$ cat config.mk
export PLATFORM = sky130hd
export DESIGN_NAME = linear_scan_key_value_table_core
export DESIGN_NICKNAME = d
export VERILOG_FILES = /design/src/rtl/lskv_pkg.sv /design/src/rtl/lskv_dp.sv /design/src/rtl/lskv_ctrl.sv /design/src/rtl/linear_scan_key_value_table_core.sv
export VERILOG_INCLUDE_DIRS = /design/src /design/src/rtl
export SDC_FILE = /design/constraint.sdc
export NUM_CORES = 2
export LEC_CHECK = 0
export BUFFER_PORTS_ARGS = -buffer_cell sky130_fd_sc_hd__buf_2
export CORE_MARGIN = 10
export CORE_UTILIZATION = 50
export DETAILED_ROUTE_END_ITERATION = 16
export PLACE_DENSITY = 0.66
export SETUP_SLACK_MARGIN = 0.4
export SLEW_MARGIN = 20
export SYNTH_ARGS = -nofsm -noshare
export SYNTH_HDL_FRONTEND = slang
export SYNTH_HIERARCHICAL = 1
export SYNTH_SLANG_ARGS = --single-unit
$ cat constraint.sdc
create_clock -name clk_i -period 14.9 [get_ports clk_i]
set_input_delay 0.745 -clock clk_i [delete_from_list [all_inputs] [get_ports clk_i]]
set_output_delay 0.745 -clock clk_i [all_outputs]
set_load 0.01 [all_outputs]
$ cat src/rtl/assert_macros.svh
// ---------------------------------------------------------------------------
// Assertion macros
// Shorthand for clocked concurrent assertions on clk_i and rst_ni.
// ---------------------------------------------------------------------------
`ifndef ASSERT_MACROS_SVH
`define ASSERT_MACROS_SVH

// Check prop on every rising edge of clk_i, masked while rst_ni is low.
`define ASSERT_CLK(lbl, prop, msg) \
  lbl: assert property (@(posedge clk_i) disable iff (!rst_ni) prop) else $error(msg);

// Check prop on every rising edge of clk_i, reset included.
`define ASSERT_ALWAYS(lbl, prop, msg) \
  lbl: assert property (@(posedge clk_i) prop) else $error(msg);

`endif

$ cat src/rtl/lskv_pkg.sv
// ---------------------------------------------------------------------------
// lskv_pkg
// Shared constants, codes and control types of the key/value table.
// ---------------------------------------------------------------------------
`default_nettype none

package lskv_pkg;

  // Table geometry
  localparam int ENTRIES     = 16;
  localparam int KEY_WIDTH   = 32;
  localparam int VALUE_WIDTH = 32;

  // Port field widths
  localparam int OPCODE_W    = 2;
  localparam int KEY_PORT_W  = 32;
  localparam int VAL_PORT_W  = 32;
  localparam int COUNT_W     = 5;
  localparam int STATUS_W    = 2;

  // Stored widths: only the low bits of a port word are kept
  localparam int KW     = (KEY_WIDTH < KEY_PORT_W) ? KEY_WIDTH : KEY_PORT_W;
  localparam int VW     = (VALUE_WIDTH < VAL_PORT_W) ? VALUE_WIDTH : VAL_PORT_W;
  localparam int IDX_W  = $clog2(ENTRIES);
  localparam int CNT_W  = $clog2(ENTRIES + 1);

  typedef enum logic [OPCODE_W-1:0] {
    OP_LOOKUP = 2'd0,
    OP_STRICT = 2'd1,
    OP_PUT    = 2'd2,
    OP_REMOVE = 2'd3
  } opcode_e;

  typedef enum logic [STATUS_W-1:0] {
    STAT_OK      = 2'd0,
    STAT_MISSING = 2'd1,
    STAT_FULL    = 2'd2
  } status_e;

  // Controller to datapath
  typedef struct packed {
    logic accept;    // capture the input word, restart the scan
    logic advance;   // step to the next slot
    logic mark_hit;  // current slot matches, fetch the last entry
    logic commit;    // apply the operation to the table
    logic load_out;  // move the result into the output register
  } ctrl_cmd_t;

  // Datapath to controller
  typedef struct packed {
    logic cnt_zero;
    logic match;
    logic at_last;
    logic out_busy;
  } dp_sts_t;

endpackage

`default_nettype wire

$ cat src/rtl/lskv_dp.sv
// ---------------------------------------------------------------------------
// lskv_dp
// Datapath: key and value memories, scan index, count and result registers.
// ---------------------------------------------------------------------------
`default_nettype none

module lskv_dp (
  input  wire logic                           clk_i,
  input  wire logic                           rst_ni,
  input  wire lskv_pkg::ctrl_cmd_t            cmd_i,
  output lskv_pkg::dp_sts_t                   sts_o,
  input  wire logic [lskv_pkg::OPCODE_W-1:0]  opcode_i,
  input  wire logic [lskv_pkg::KEY_PORT_W-1:0] key_i,
  input  wire logic [lskv_pkg::VAL_PORT_W-1:0] value_i,
  input  wire logic [lskv_pkg::VAL_PORT_W-1:0] default_value_i,
  output logic                                out_valid_o,
  input  wire logic                           out_ready_i,
  output logic                                found_o,
  output logic [lskv_pkg::VAL_PORT_W-1:0]     value_out_o,
  output logic [lskv_pkg::COUNT_W-1:0]        entry_count_o,
  output logic [lskv_pkg::STATUS_W-1:0]       status_o
);
  import lskv_pkg::*;

  logic [KW-1:0]         key_mem [ENTRIES];
  logic [VW-1:0]         val_mem [ENTRIES];

  opcode_e               op_q;
  logic [KW-1:0]         key_q;
  logic [VW-1:0]         val_q;
  logic [VAL_PORT_W-1:0] dflt_q;

  logic [CNT_W-1:0]      cnt_q, cnt_d;
  logic [IDX_W-1:0]      idx_q, slot_q, last_idx, rd_addr;
  logic                  hit_q;
  logic [VW-1:0]         hit_val_q;
  logic [KW-1:0]         key_rd_q;
  logic [VW-1:0]         val_rd_q;

  logic [VAL_PORT_W-1:0] res_val_q, res_val_d;
  status_e               res_stat_q, res_stat_d;

  logic                  key_we, val_we;
  logic [IDX_W-1:0]      wr_addr;
  logic [KW-1:0]         key_wdata;
  logic [VW-1:0]         val_wdata;
  logic                  out_valid_q;

  assign last_idx = IDX_W'(cnt_q - CNT_W'(1));

  always_comb begin
    if (cmd_i.accept) begin
      rd_addr = '0;
    end else if (cmd_i.mark_hit) begin
      rd_addr = last_idx;
    end else begin
      rd_addr = idx_q + IDX_W'(1);
    end
  end

  assign sts_o.cnt_zero = (cnt_q == '0);
  assign sts_o.match    = (key_rd_q == key_q);
  assign sts_o.at_last  = (idx_q == last_idx);
  assign sts_o.out_busy = out_valid_q && !out_ready_i;

  // Operation: table writes, count update and result
  always_comb begin
    key_we     = 1'b0;
    val_we     = 1'b0;
    wr_addr    = slot_q;
    key_wdata  = key_rd_q;
    val_wdata  = val_rd_q;
    cnt_d      = cnt_q;
    res_stat_d = STAT_OK;
    res_val_d  = hit_q ? VAL_PORT_W'(hit_val_q) : '0;
    case (op_q)
      OP_LOOKUP: begin
        if (!hit_q) res_val_d = dflt_q;
      end
      OP_STRICT: begin
        if (!hit_q) res_stat_d = STAT_MISSING;
      end
      OP_PUT: begin
        val_wdata = val_q;
        key_wdata = key_q;
        if (hit_q) begin
          val_we = cmd_i.commit;
        end else if (cnt_q == CNT_W'(ENTRIES)) begin
          res_stat_d = STAT_FULL;
        end else begin
          wr_addr = IDX_W'(cnt_q);
          key_we  = cmd_i.commit;
          val_we  = cmd_i.commit;
          cnt_d   = cnt_q + CNT_W'(1);
        end
      end
      OP_REMOVE: begin
        // Move the last entry into the freed slot
        if (hit_q) begin
          key_we = cmd_i.commit;
          val_we = cmd_i.commit;
          cnt_d  = cnt_q - CNT_W'(1);
        end
      end
      default: begin
        res_stat_d = STAT_OK;
      end
    endcase
  end

  always_ff @(posedge clk_i) begin
    if (key_we) key_mem[wr_addr] <= key_wdata;
    if (val_we) val_mem[wr_addr] <= val_wdata;
    key_rd_q <= key_mem[rd_addr];
    val_rd_q <= val_mem[rd_addr];
  end

  always_ff @(posedge clk_i) begin
    if (cmd_i.accept) begin
      op_q   <= opcode_e'(opcode_i);
      key_q  <= key_i[KW-1:0];
      val_q  <= value_i[VW-1:0];
      dflt_q <= default_value_i;
      idx_q  <= '0;
      hit_q  <= 1'b0;
    end else if (cmd_i.advance) begin
      idx_q  <= idx_q + IDX_W'(1);
    end else if (cmd_i.mark_hit) begin
      hit_q     <= 1'b1;
      slot_q    <= idx_q;
      hit_val_q <= val_rd_q;
    end
    if (cmd_i.commit) begin
      res_val_q  <= res_val_d;
      res_stat_q <= res_stat_d;
    end
    if (cmd_i.load_out) begin
      found_o       <= hit_q;
      value_out_o   <= res_val_q;
      entry_count_o <= COUNT_W'(cnt_q);
      status_o      <= res_stat_q;
    end
  end

  always_ff @(posedge clk_i or negedge rst_ni) begin
    if (!rst_ni) begin
      cnt_q       <= '0;
      out_valid_q <= 1'b0;
    end else begin
      if (cmd_i.commit) cnt_q <= cnt_d;
      if (cmd_i.load_out) begin
        out_valid_q <= 1'b1;
      end else if (out_ready_i) begin
        out_valid_q <= 1'b0;
      end
    end
  end

  assign out_valid_o = out_valid_q;

endmodule

`default_nettype wire

$ cat src/rtl/lskv_ctrl.sv
// ---------------------------------------------------------------------------
// lskv_ctrl
// Controller: sequences accept, scan, commit and result hand-off.
// ---------------------------------------------------------------------------
`default_nettype none

module lskv_ctrl (
  input  wire logic                clk_i,
  input  wire logic                rst_ni,
  input  wire logic                in_valid_i,
  output logic                     in_ready_o,
  output lskv_pkg::ctrl_cmd_t      cmd_o,
  input  wire lskv_pkg::dp_sts_t   sts_i
);
  import lskv_pkg::*;

  typedef enum logic [1:0] {
    S_IDLE,
    S_SCAN,
    S_ACT,
    S_DONE
  } state_e;

  state_e state_q, state_d;
  logic   in_ready_q;

  always_comb begin
    cmd_o   = '0;
    state_d = state_q;
    case (state_q)
      S_IDLE: begin
        cmd_o.accept = in_ready_q && in_valid_i;
        if (cmd_o.accept) state_d = sts_i.cnt_zero ? S_ACT : S_SCAN;
      end
      S_SCAN: begin
        cmd_o.mark_hit = sts_i.match;
        cmd_o.advance  = !sts_i.match && !sts_i.at_last;
        if (sts_i.match || sts_i.at_last) state_d = S_ACT;
      end
      S_ACT: begin
        cmd_o.commit = 1'b1;
        state_d      = S_DONE;
      end
      S_DONE: begin
        // Hold until the output register is free
        if (!sts_i.out_busy) begin
          cmd_o.load_out = 1'b1;
          state_d        = S_IDLE;
        end
      end
      default: begin
        state_d = S_IDLE;
      end
    endcase
  end

  always_ff @(posedge clk_i or negedge rst_ni) begin
    if (!rst_ni) begin
      state_q    <= S_IDLE;
      in_ready_q <= 1'b1;
    end else begin
      state_q    <= state_d;
      in_ready_q <= (state_d == S_IDLE);
    end
  end

  assign in_ready_o = in_ready_q;

endmodule

`default_nettype wire

$ cat src/rtl/linear_scan_key_value_table_core.sv
// ---------------------------------------------------------------------------
// linear_scan_key_value_table_core
// Small key/value table searched by a linear scan over packed slots.
// ---------------------------------------------------------------------------
//
//   channel | direction | handshake                | words
//   --------+-----------+--------------------------+---------------------------
//   in      | input     | in_valid_i / in_ready_o  | opcode, key, value, default
//   out     | output    | out_valid_o / out_ready_i| found, value_out, count, status
//
// One word at a time. A word passes through an accept step, a scan of the
// slots (up to the entry count, at least one slot when the table is not
// empty), a commit step and a load of the result into the output register.
// The scan rate is set by the single registered read port of the key memory.
// Reset clears the count, so no clearing pass runs; slot contents stay as is.
// A stalled output holds the controller in its final state; the next input
// word is taken once that result has moved into the output register.
// ---------------------------------------------------------------------------
`default_nettype none

module linear_scan_key_value_table_core (
  input  wire logic                            clk_i,
  input  wire logic                            rst_ni,
  input  wire logic                            in_valid_i,
  output logic                                 in_ready_o,
  input  wire logic [lskv_pkg::OPCODE_W-1:0]   opcode_i,
  input  wire logic [lskv_pkg::KEY_PORT_W-1:0] key_i,
  input  wire logic [lskv_pkg::VAL_PORT_W-1:0] value_i,
  input  wire logic [lskv_pkg::VAL_PORT_W-1:0] default_value_i,
  output logic                                 out_valid_o,
  input  wire logic                            out_ready_i,
  output logic                                 found_o,
  output logic [lskv_pkg::VAL_PORT_W-1:0]      value_out_o,
  output logic [lskv_pkg::COUNT_W-1:0]         entry_count_o,
  output logic [lskv_pkg::STATUS_W-1:0]        status_o
);
  import lskv_pkg::*;

  `include "assert_macros.svh"

  ctrl_cmd_t cmd;
  dp_sts_t   sts;

  // Sequence the operation
  lskv_ctrl u_ctrl (
    .clk_i      (clk_i),
    .rst_ni     (rst_ni),
    .in_valid_i (in_valid_i),
    .in_ready_o (in_ready_o),
    .cmd_o      (cmd),
    .sts_i      (sts)
  );

  // Hold the table, scan it, and register the result word
  lskv_dp u_dp (
    .clk_i           (clk_i),
    .rst_ni          (rst_ni),
    .cmd_i           (cmd),
    .sts_o           (sts),
    .opcode_i        (opcode_i),
    .key_i           (key_i),
    .value_i         (value_i),
    .default_value_i (default_value_i),
    .out_valid_o     (out_valid_o),
    .out_ready_i     (out_ready_i),
    .found_o         (found_o),
    .value_out_o     (value_out_o),
    .entry_count_o   (entry_count_o),
    .status_o        (status_o)
  );

  // One word in flight: ready drops right after an accept
  `ASSERT_CLK(a_one_in_flight, (in_valid_i && in_ready_o) |=> !in_ready_o, "second word taken")

  // Never overwrite a result still waiting at the output
  `ASSERT_CLK(a_no_overwrite, cmd.load_out |-> !(out_valid_o && !out_ready_i), "result lost")

  // A full-table put or a strict miss never reports a hit or a value
  `ASSERT_CLK(a_err_no_hit, (out_valid_o && (status_o == STAT_FULL || status_o == STAT_MISSING)) |-> (!found_o && value_out_o == '0), "error word carries data")

  // No operation is committed during reset
  `ASSERT_ALWAYS(a_reset_quiet, !rst_ni |-> !cmd.commit, "commit during reset")

endmodule

`default_nettype wire
==> qor.csv <==
stage,metric,value,unit
drt,drt-total-wl,130000,microns
placed_design,gp_congestion,0.738,
cts,numCtsBuffers,136,
timing,worst_slack,8860,ps
layout,instances_no_fill,4926,
job,maxCapViolations,0,
grt,track_usage,0.210,
critical_path,cp.required,15480,ps
timing,fin_setup_tns,0,ps
timing,setup_viol,0,
drt,drtIter0Drc,3674,
layout,antenna_cells_inserted,0,
layout,layout.nets,3535,
critical_path,crit_path_start,u_dp/key_q[26],
cts,postCtsSetupBuffers,0,
synth,synth_top_family_by_area,compound AO/OA/AOI/OAI gates,
placed_design,dp_cells,4674,
placed_design,portBuffers,143,
layout,drive_gt1_frac,0.147,
power,leakage,0.0187,uW
timing,worst_pin_slew,1210,ps
cts,htreeDepth,4,
drt,wl_per_cell,26.4,microns
grt,grt_max_degree,283,
synth,ys.flop_type,edfxtp_1,
timing,period_minus_slack,6040,ps
floorplan,die_area,120000,sq um
floorplan,core,105000,sq um
drt,vias_per_cell,6.43,
min_path,hold_path.class,primary input to register,
cts,cts-root-buf,clkbuf_16,
critical_path,r2r-start,u_dp/key_q[26],
floorplan,num_rows,119,
floorplan,fp.dieW,346,microns
timing,drv_slew,0,
critical_path,start_kind,register,
grt,antenna_found_initial,3,
drt,vias,31700,
synth,avgSynthCellArea,15.5,sq um
cts,clk_pin_slew,60,ps
synth,synth_xor_area_frac,0.00773,
layout,final_area,59600,sq um
synth,ys_seq_area_frac,0.725,
timing,slew_headroom,0.191,
status,status,"finished, final reports clean",
synth,synth_cell_types,59,
critical_path,critPathArrivalTime,6620,ps
synth,syn_nets,3538,
drt,postRouteAntennaNets,0,
cts,clock_sinks,1310,
grt,grt-ovfl-total,0,
synth,synth_compound_area_frac,0.140,
synth,synth_edf_count,1232,
timing,skew,28.8,ps
timing,rsz0062_at_grt,no,
grt,grt_pass1_wl,195000,microns
drt,drc_errors,0,
synth,ys_seq_elements,1310,
critical_path,crit_type,register to register,
placed_design,placedInstanceArea,55200,sq um
timing,max_freq,166,MHz
drt,first_pass_iters,5,
cts,cts_resized,0,
floorplan,ios,144,
layout,area_growth,12.0,%
placed_design,hpwl,58500,microns
grt,grt_pass1_vias,30800,
cts,insertion_delay,740,ps
floorplan,initial_core_util,0.505,
cts,cts_buffer_depth,3,
power,powerDensity,212,nW/um^2
power,ir_worst_vdd,0.280,mV
cts,cts_tree,done,
synth,synthSimpleGateAreaFrac,0.0471,
critical_path,path_max_fanout,84,
floorplan,dieHeight,346,microns
synth,yosys_warnings,6,
min_path,hold_start,value_i[31],
synth,yosys.area_share.adder,0.00188,
synth,netlist_instances,3428,
synth,netlist_area,53200,sq um
placed_design,pre_cts_ws,8890,ps
cts,holdBufCountCts,1,
synth,synth_mux_area_frac,0.0515,
timing,finalHoldViolCount,0,
timing,final.period_utilization,0.405,
timing,holdWs,183,ps
synth,async_flop_share,0.00687,
critical_path,critPathCaptureType,register,
cells in the final DEF (no fill, tap or decap), types with 46 or more instances in the layout:
cell type / synthesis / final
edfxtp_1: 1232 / 1232
dfxtp_1: 69 / 68
nand3b_1: 254 / 254
buf_4: 3 / 57
clkbuf_16: 0 / 141
mux2i_1: 193 / 193
mux2_2: 66 / 65
buf_2: 39 / 143
o21ai_0: 507 / 507
a221oi_1: 253 / 253
a32oi_1: 254 / 254
clkbuf_1: 304 / 46
critical path: stages, from the launching register on:
cell	delay, ps
edfxtp_1	390
xor2_1	190
nor4_1	550
nand4_1	350
nor2_1	410
and2_1	550
nand2b_4	510
a21o_4	430
buf_4	800
buf_4	990
a32oi_1	250
mux2i_1	270
mux2i_1	100
synth_stat cells (8+ instances only):
| cell | n | area, sq um |
|---|---|---|
| xor2_1 | 38 | 333 |
| a32oi_1 | 254 | 2220 |
| dfrtp_1 | 8 | 200 |
| xnor2_1 | 9 | 78.8 |
| dfxtp_1 | 69 | 1380 |
| o21ai_0 | 507 | 2540 |
| nor2b_1 | 9 | 56.3 |
| a22o_1 | 31 | 272 |
| mux2i_1 | 193 | 1930 |
| nand2_1 | 16 | 60.1 |
| nor2_1 | 50 | 188 |
| nor4_1 | 9 | 56.3 |
| a221oi_1 | 253 | 2220 |
| buf_2 | 39 | 195 |
| mux2_2 | 66 | 743 |
| edfxtp_1 | 1232 | 37000 |
| clkbuf_1 | 304 | 1140 |
| ha_1 | 8 | 100 |
| nand3b_1 | 254 | 1910 |
power by group:
part	leakage (uW)	internal (uW)	switching (uW)
Sequential	0.0118	4700	166
Clock	0.00210	1910	1360
Combinational	0.00476	1690	2800
Total	0.0187	8300	4330
kinds of logic (layout without fill, tap and decap cells):
family / after synthesis / after routing
AOI/OAI and AO/OA: 1073 / 1073
xor gates and xnor gates: 47 / 47
adders and majority gates: 8 / 8
buffers and inverters: 357 / 464
DFF: 1310 / 1310
muxes: 262 / 262
and+or+nand+nor: 371 / 371
layout make-up:
cell class,instances,area [sq um]
Fill cell,8131,45800
Inverter,5,18.8
Multi-Input combinational cell,1761,13600
Sequential cell,1310,38600
Clock inverter,55,522
Clock buffer,193,3780
Tap cell,1391,1740
Timing Repair Buffer,211,1360
registers in the layout (all words and copies together), names as in the netlist, 5 cells and up:
register            count
u_dp/key_mem          512
u_dp/val_rd_q          32
u_dp/dflt_q            32
u_dp/entry_count_o      5
u_dp/res_val_q         32
u_dp/cnt_q              5
u_dp/key_q             32
u_dp/val_mem          512
u_dp/val_q             32
u_dp/key_rd_q          32
u_dp/hit_val_q         32
u_dp/value_out_o       32
metrics by stage:
step	utilization	total power, uW
global route	0.565	13300
finish	0.565	12600
floorplan	-	8210
CTS	0.565	12700
detailed placement	0.524	9390
global placement	0.524	9330
layer usage:
layer  GRT usage  vias up  part of all wire
met5           0        -                 0
met4      0.0543        0             0.017
met3      0.0357      168             0.075
met2       0.332     1306              0.47
met1       0.300    16200              0.44
li1            -    14100                 -
worst paths after layout:
path / end / slack [ps] / cells after the start
max: u_dp/key_rd_q[14] / 8860 / 12
min: u_dp/val_q[31] / 180 / 1
max reg2reg: u_dp/key_rd_q[14] / 8860 / 12
min reg2reg: u_dp/value_out_o[15] / 420 / 0
max in group asynchronous: u_ctrl/in_ready_o / 14230 / 2
min in group asynchronous: u_dp/cnt_q[1] / 410 / 2
No activity file was read; power rests on OpenSTA's default activity.
